[src/rtl/sm3_pkg.sv]
`default_nettype none
package sm3_pkg;

	typedef struct packed {
		logic       kind;
		logic [7:0] message_byte;
	} sm3_in_t;

	typedef struct packed {
		logic [31:0] digest_word;
		logic [2:0]  word_index;
		logic        last;
	} sm3_out_t;

	localparam logic KIND_BYTE   = 1'b0;
	localparam logic KIND_FINISH = 1'b1;

	localparam logic [255:0] SM3_IV = {
		32'h7380166F, 32'h4914B2B9, 32'h172442D7, 32'hDA8A0600,
		32'hA96F30BC, 32'h163138AA, 32'hE38DEE4D, 32'hB0FB0E4E
	};
	localparam logic [31:0] T_LOW  = 32'h79CC4519;
	localparam logic [31:0] T_HIGH = 32'h7A879D8A;

	function automatic logic [31:0] rotl(input logic [31:0] x, input logic [4:0] n);
		logic [63:0] d;
		d = {x, x} << n;
		return d[63:32];
	endfunction

	function automatic logic [31:0] perm0(input logic [31:0] x);
		return x ^ rotl(x, 5'd9) ^ rotl(x, 5'd17);
	endfunction

	function automatic logic [31:0] perm1(input logic [31:0] x);
		return x ^ rotl(x, 5'd15) ^ rotl(x, 5'd23);
	endfunction

endpackage
`default_nettype wire

[src/rtl/sm3_fifo.sv]
`default_nettype none
module sm3_fifo (
	input  wire              clk,
	input  wire              arst_n,
	input  wire              push,
	input  sm3_pkg::sm3_in_t din,
	output logic             full,
	input  wire              pop,
	output logic             empty,
	output sm3_pkg::sm3_in_t dout
);
	import sm3_pkg::*;

	sm3_in_t    mem_q [4];
	logic [1:0] wp_q, rp_q;
	logic [2:0] cnt_q;

	assign full  = (cnt_q == 3'd4);
	assign empty = (cnt_q == 3'd0);
	assign dout  = mem_q[rp_q];

	always_ff @(posedge clk) begin
		if (push && !full) mem_q[wp_q] <= din;
	end

	always_ff @(posedge clk or negedge arst_n) begin
		if (!arst_n) begin
			wp_q  <= '0;
			rp_q  <= '0;
			cnt_q <= '0;
		end else begin
			if (push && !full) wp_q <= wp_q + 2'd1;
			if (pop && !empty) rp_q <= rp_q + 2'd1;
			cnt_q <= cnt_q + {2'b0, push && !full} - {2'b0, pop && !empty};
		end
	end
endmodule
`default_nettype wire

[src/rtl/sm3_core.sv]
`default_nettype none
module sm3_core (
	input  wire               clk,
	input  wire               arst_n,
	input  wire               in_valid,
	input  sm3_pkg::sm3_in_t  in_item,
	output logic              in_take,
	output logic              empty,
	input  wire               pop,
	output sm3_pkg::sm3_out_t result
);
	import sm3_pkg::*;

	typedef enum logic [2:0] {S_IDLE, S_PAD, S_COMP, S_EMIT} state_t;

	state_t       state_q;
	logic [255:0] cv_q;
	logic [31:0]  w_q [16];
	logic [31:0]  a_q, b_q, c_q, d_q, e_q, f_q, g_q, h_q;
	logic [63:0]  bits_q;
	logic [63:0]  len_q;
	logic [5:0]   rnd_q;
	logic         fin_q;
	logic         second_q;
	logic [2:0]   oidx_q;

	logic [31:0]  wj, wj4, wn, ff, gg, tj, a12, ss1, ss2, tt1, tt2;
	logic [3:0]   kidx;
	logic [5:0]   pos;

	assign in_take = (state_q == S_IDLE) && in_valid;
	assign empty   = (state_q != S_EMIT);
	assign result.digest_word = cv_q[255 - 32*oidx_q -: 32];
	assign result.word_index  = oidx_q;
	assign result.last        = (oidx_q == 3'd7);

	// w_q is a 16-word window sliding by one word per round.
	assign wj  = w_q[0];
	assign wj4 = w_q[4];
	assign wn  = perm1(w_q[0] ^ w_q[7] ^ rotl(w_q[13], 5'd15)) ^ rotl(w_q[3], 5'd7) ^ w_q[10];
	assign tj  = rotl((rnd_q < 6'd16) ? T_LOW : T_HIGH, rnd_q[4:0]);
	assign ff  = (rnd_q < 6'd16) ? (a_q ^ b_q ^ c_q)
		: ((a_q & b_q) | (a_q & c_q) | (b_q & c_q));
	assign gg  = (rnd_q < 6'd16) ? (e_q ^ f_q ^ g_q) : ((e_q & f_q) | (~e_q & g_q));
	assign a12 = rotl(a_q, 5'd12);
	assign ss1 = rotl(a12 + e_q + tj, 5'd7);
	assign ss2 = ss1 ^ a12;
	assign tt1 = ff + d_q + ss2 + (wj ^ wj4);
	assign tt2 = gg + h_q + ss1 + wj;
	assign kidx = bits_q[8:5];
	assign pos  = bits_q[8:3];

	always_ff @(posedge clk or negedge arst_n) begin
		if (!arst_n) begin
			state_q  <= S_IDLE;
			cv_q     <= SM3_IV;
			bits_q   <= '0;
			len_q    <= '0;
			rnd_q    <= '0;
			fin_q    <= 1'b0;
			second_q <= 1'b0;
			oidx_q   <= '0;
			for (int i = 0; i < 16; i++) w_q[i] <= '0;
			{a_q, b_q, c_q, d_q, e_q, f_q, g_q, h_q} <= '0;
		end else begin
			unique case (state_q)
				S_IDLE: begin
					if (in_valid) begin
						w_q[kidx] <= {w_q[kidx][23:0],
							(in_item.kind == KIND_FINISH) ? 8'h80 : in_item.message_byte};
						bits_q <= bits_q + 64'd8;
						fin_q  <= (in_item.kind == KIND_FINISH);
						if (in_item.kind == KIND_FINISH) len_q <= bits_q;
						// A marker byte that completes a block compresses it before
						// the length block.
						if (bits_q[8:3] == 6'd63) begin
							{a_q, b_q, c_q, d_q, e_q, f_q, g_q, h_q} <= cv_q;
							rnd_q    <= '0;
							second_q <= (in_item.kind == KIND_FINISH);
							state_q  <= S_COMP;
						end else if (in_item.kind == KIND_FINISH) begin
							state_q <= S_PAD;
						end
					end
				end
				S_PAD: begin
					// Zero-fill after the 0x80 byte; a tail past byte 56 needs an
					// extra compression first.
					for (int k = 0; k < 16; k++) begin
						if (pos != 6'd0 && k == pos[5:2] && pos[1:0] != 2'd0)
							w_q[k] <= w_q[k] << (6'd8 * (6'd4 - {4'd0, pos[1:0]}));
						else if (pos == 6'd0 || k >= pos[5:2])
							w_q[k] <= '0;
					end
					if (pos != 6'd0 && pos > 6'd56) begin
						second_q <= 1'b1;
					end else begin
						second_q <= 1'b0;
						if (pos != 6'd0 || 1'b1) begin
							w_q[14] <= len_q[63:32];
							w_q[15] <= len_q[31:0];
						end
					end
					{a_q, b_q, c_q, d_q, e_q, f_q, g_q, h_q} <= cv_q;
					rnd_q   <= '0;
					state_q <= S_COMP;
				end
				S_COMP: begin
					for (int i = 0; i < 15; i++) w_q[i] <= w_q[i+1];
					w_q[15] <= wn;
					a_q <= tt1; b_q <= a_q; c_q <= rotl(b_q, 5'd9); d_q <= c_q;
					e_q <= perm0(tt2); f_q <= e_q; g_q <= rotl(f_q, 5'd19); h_q <= g_q;
					rnd_q <= rnd_q + 6'd1;
					if (rnd_q == 6'd63) begin
						cv_q <= cv_q ^ {tt1, a_q, rotl(b_q, 5'd9), c_q,
							perm0(tt2), e_q, rotl(f_q, 5'd19), g_q};
						if (!fin_q) begin
							for (int i = 0; i < 16; i++) w_q[i] <= '0;
							state_q <= S_IDLE;
						end else if (second_q) begin
							second_q <= 1'b0;
							for (int i = 0; i < 14; i++) w_q[i] <= '0;
							w_q[14] <= len_q[63:32];
							w_q[15] <= len_q[31:0];
							state_q <= S_PAD;
							bits_q  <= '0;
							fin_q   <= 1'b1;
						end else begin
							oidx_q  <= '0;
							state_q <= S_EMIT;
						end
					end
				end
				S_EMIT: begin
					if (pop) begin
						oidx_q <= oidx_q + 3'd1;
						if (oidx_q == 3'd7) begin
							cv_q    <= SM3_IV;
							bits_q  <= '0;
							fin_q   <= 1'b0;
							for (int i = 0; i < 16; i++) w_q[i] <= '0;
							state_q <= S_IDLE;
						end
					end
				end
				default: state_q <= S_IDLE;
			endcase
		end
	end
endmodule
`default_nettype wire

[src/rtl/sm3_hash_engine.sv]
`default_nettype none
// Channel  | Handshake       | Payload
// input    | push / full     | in_data  (kind, message_byte)
// result   | empty / pop     | out_data (digest_word, word_index, last)
// A message byte is absorbed by the core in S_IDLE; every 64th byte starts a
// compression, one round per cycle in the round datapath.
// Finish runs a pad step and then a compression, plus a further compression
// when the padding spills into a second block or when the marker byte itself
// completes a block, then eight result words. A four-entry input queue
// absorbs bytes while the core compresses. Reset restores the initial vector.
module sm3_hash_engine (
	input  wire               clk,
	input  wire               arst_n,
	input  wire               push,
	input  sm3_pkg::sm3_in_t  in_data,
	output logic              full,
	output logic              empty,
	input  wire               pop,
	output sm3_pkg::sm3_out_t out_data
);
	import sm3_pkg::*;

	sm3_in_t q_item;
	logic    q_empty, q_take;

	sm3_fifo u_fifo (
		.clk(clk), .arst_n(arst_n), .push(push), .din(in_data), .full(full),
		.pop(q_take), .empty(q_empty), .dout(q_item)
	);

	sm3_core u_core (
		.clk(clk), .arst_n(arst_n), .in_valid(!q_empty), .in_item(q_item),
		.in_take(q_take), .empty(empty), .pop(pop), .result(out_data)
	);

	a_last_idx: assert property (@(posedge clk) disable iff (!arst_n)
		!empty |-> (out_data.last == (out_data.word_index == 3'd7)))
		else $error("last flag mismatch");
	a_no_take_emit: assert property (@(posedge clk) disable iff (!arst_n)
		!empty |-> !q_take)
		else $error("input taken while emitting");
	a_idx_step: assert property (@(posedge clk) disable iff (!arst_n)
		(!empty && pop && out_data.word_index != 3'd7) |=>
		(!empty && out_data.word_index == $past(out_data.word_index) + 3'd1))
		else $error("word index skipped");
endmodule
`default_nettype wire

[config.mk]
export PLATFORM = sky130hd
export DESIGN_NAME = sm3_hash_engine
export DESIGN_NICKNAME = d
export VERILOG_FILES = /design/src/rtl/sm3_pkg.sv /design/src/rtl/sm3_fifo.sv /design/src/rtl/sm3_core.sv /design/src/rtl/sm3_hash_engine.sv
export SDC_FILE = /design/constraint.sdc
export NUM_CORES = 2
export LEC_CHECK = 0
export ABC_CLOCK_PERIOD_IN_PS = 28000
export BUFFER_PORTS_ARGS = -buffer_cell sky130_fd_sc_hd__buf_2
export CORE_MARGIN = 1
export CORE_UTILIZATION = 50
export DETAILED_ROUTE_END_ITERATION = 16
export HOLD_SLACK_MARGIN = 0.02
export PLACE_DENSITY_LB_ADDON = 0.2
export SYNTH_ARGS = -nofsm -noshare
export SYNTH_HDL_FRONTEND = slang
export SYNTH_SLANG_ARGS = --single-unit
[constraint.sdc]
create_clock -name clk -period 28 [get_ports clk]
set_input_delay 4.2 -clock clk [delete_from_list [all_inputs] [get_ports clk]]
set_output_delay 4.2 -clock clk [all_outputs]
set_load 0.1 [all_outputs]
==> out/metrics.csv <==
stage,metric,value,unit
timing,hold_slack,0.481,ns
global_routing,grt_use_total,0.399,
route,drt_iter0_markers,10172,
setup_path,arrival,11.63,ns
yosys,async_flop_share,0.970,
placement,place_hpwl,239000,microns
yosys,synth_top_cell_area_share,0.310,
yosys,synth_top_flop_cell,dfrtp_1,
timing,final.min_clock_period,10.88,ns
cells_and_area,nets,9554,
yosys,synth-edff-count,36,
global_routing,grt_pass1_vias,71418,
yosys,synth_cell_type_count,84,
route,wire_per_inst,29.7,microns
die,rows,150,
timing,fin_tns_setup,0,ns
die,die_area,171000,sq um
route,vias,76497,
setup_path,cp-start-kind,flip-flop,
yosys,ys_warn_count,0,
timing,relSlewSlack,0.0294,
placement,gp_congestion,1.01,
run_status,outcome,completed,
die,core,168000,sq um
clock_tree,clk_latency,0.85,ns
cells_and_area,n_fill_cell,15271,
timing,clock.fmax,91.9,MHz
yosys,syn_area,84600,sq um
clock_tree,ctsRootBufferMaster,clkbuf_16,
global_routing,antenna_found_initial,12,
route,avgViaCountPerCell,6.62,
clock_tree,cts_hold_buf,0,
global_routing,grt_pass1_wl,503000,microns
die,die_w,413,microns
timing,period_share,0.389,
setup_path,worstSetupEndpointType,flip-flop,
setup_path,slowest_delay,0.91,ns
yosys,yosysSeqAreaShare,0.359,
clock_tree,cts_setup_buffers,0,
clock_tree,htree_levels,4,
clock_tree,ctsResizeCount,0,
global_routing,grt_max_degree,193,
timing,drv_slew,0,
yosys,synthCells,9662,
timing,setup_viol,0,
clock_tree,clkSlewWorstSetupHoldPaths,0.06,ns
timing,rsz0062_at_grt,no,
yosys,synth_top_cell_by_area,dfrtp_1,
placement,io_buffers,50,
global_routing,grt_overflow,0,
yosys,synthTopCellsByCount,"nand2_1 (1320), dfrtp_1 (1047), nor2_1 (1013)",
setup_path,worstSetupPathType,flip-flop to flip-flop,
cells_and_area,syn2layout_area_growth,7.84,%
min_path,min_path_type,flip-flop to flip-flop,
cells_and_area,drive_above_1_share,0.109,
die,pin_count,51,
yosys,synth.most_common_cell,nand2_1,
clock_tree,cts_sinks,1202,
route,drt-total-wl,344000,microns
route,drtPass1Iterations,13,
timing,hold_violations,0,
flow_run,cap_violations,0,
clock_tree,cts_made_buffers,145,
yosys,synth-seq-cells,1202,
route,antenna_left,0,
yosys,ys_top_cells_by_area,"dfrtp_1 (31%), mux2i_1 (6.4%), a21oi_1 (5.9%), nand2_1 (5.9%), o21ai_0 (5.7%)",
timing,tightest_slew,1.45,ns
timing,fin_skew,0.0352,ns
route,drc_errors,0,
setup_path,required,28.75,ns
die,die_h,413,microns
clock_tree,clock_path_buffers,3,
yosys,postSynthAreaPerCell,8.76,sq um
clock_tree,cts_tree,done,
setup_path,critPathSlowestCell,o311ai_1,
die,initial_utilization,0.505,
yosys,syn_nets,9976,
setup_path,critPathMaxFanout,22,
[cell usage in the layout (no fill, tap or decap), types with 21 or more instances in the layout]
cell type / Yosys / final
edfxtp_1: 36 / 36
a221oi_1: 21 / 21
xnor2_1: 349 / 349
inv_1: 330 / 329
xor2_1: 259 / 259
nor3_1: 46 / 34
nand2_1: 1320 / 1315
nor2b_1: 31 / 23
mux2_2: 184 / 184
dfstp_2: 119 / 119
a21oi_1: 990 / 989
o22ai_1: 63 / 63
and3_1: 137 / 135
or3_1: 35 / 35
dfrtp_1: 1047 / 1038
fa_1: 189 / 189
mux4_2: 193 / 193
ha_1: 112 / 109
clkbuf_8: 0 / 33
clkbuf_1: 649 / 49
buf_4: 0 / 126
nand3_1: 46 / 45
a31oi_1: 37 / 37
a32oi_1: 112 / 112
o211ai_1: 26 / 26
o21a_1: 23 / 23
mux2i_1: 545 / 545
clkbuf_16: 0 / 147
buf_2: 6 / 49
a22oi_1: 360 / 360
a21o_1: 45 / 44
a222oi_1: 32 / 32
nor2_1: 1013 / 984
a211oi_1: 40 / 38
o21ai_0: 963 / 962
[worst paths after layout]
kind	to	from	cells after the start	slack [ns]
max	u_core.cv_q[98]	u_core.rnd_q[5]	36	17.12
min	u_core.d_q[5]	u_core.d_q[5]	2	0.48
max reg2reg	u_core.cv_q[98]	u_core.rnd_q[5]	36	17.12
min reg2reg	u_core.d_q[5]	u_core.d_q[5]	2	0.48
max in group asynchronous	u_core.w_q[188]	arst_n	4	21.14
min in group asynchronous	u_core.h_q[20]	arst_n	1	3.36
[final cells by class]
| type | instances | area [sq um] | share of cell area |
|---|---|---|---|
| multi-input combinational | 7375 | 50700 | 0.555 |
| sequential | 1202 | 30400 | 0.333 |
| inverter | 332 | 1250 | 0.0137 |
| clock inverter | 35 | 463 | 0.00507 |
| antenna | 3 | 7.51 | 0.0000823 |
| timing repair buffer | 184 | 1370 | 0.0150 |
| clock buffer | 229 | 4320 | 0.0473 |
| tap | 2204 | 2760 | 0.0302 |
[stage by stage]
| step | instance area [sq um] | cells | setup slack (ns) | util |
|---|---|---|---|---|
| final | 91300 | 11564 | 17.12 | 0.545 |
| after global routing | 91300 | 11561 | 16.41 | 0.545 |
| after CTS | 91300 | 11561 | 17.22 | 0.545 |
| after detailed placement | 86500 | 11297 | 17.29 | 0.516 |
| after global placement | 86500 | 11297 | 17.33 | 0.516 |
| after floorplan | 84600 | 9662 | 18.10 | - |
[registers in the layout, summed over array words and instances (netlist names), 3 cells and up]
name,cells
u_core.a_q,32
u_core.b_q,32
u_core.bits_q,61
u_core.c_q,32
u_core.cv_q,256
u_core.d_q,32
u_core.e_q,32
u_core.f_q,32
u_core.g_q,32
u_core.h_q,32
u_core.len_q,61
u_core.oidx_q,3
u_core.rnd_q,6
u_core.w_q,448
u_core.wj,32
u_core.wj4,32
u_fifo.cnt_q,3
u_fifo.mem_q,36
[worst max-delay path: cells and delay by family, from the launching register on]
family                   cells  cell delay [ns]
AO/OA/AOI/OAI               17             4.64
XOR/XNOR                     2             0.97
adder cells (fa/ha/maj)      6             2.48
buffers and inverters        3             0.59
flip-flops                   1             0.44
multiplexers                 2             0.49
AND/OR/NAND/NOR              6             1.20
[routing by layer]
layer,GRT usage,vias up,part of all wire,wire [microns]
met5,0,-,0.00035,122
met4,0.265,18,0.079,27100
met3,0.0804,1090,0.095,32500
met2,0.601,4293,0.44,152000
met1,0.519,37930,0.38,132000
li1,-,33166,-,-
[cells by family after synthesis]
| group | Yosys count | synth area share |
|---|---|---|
| DFF | 1202 | 0.359 |
| muxes | 922 | 0.140 |
| and+or+nand+nor | 2725 | 0.132 |
| AOI/OAI and AO/OA | 2811 | 0.194 |
| xor gates and xnor gates | 616 | 0.0651 |
| adders and majority gates | 301 | 0.0613 |
| buffers and inverters | 1085 | 0.0483 |
Power is left out: the tool's default activity adds up to more than one toggle a clock period on the data nets, which glitch-free logic cannot reach.
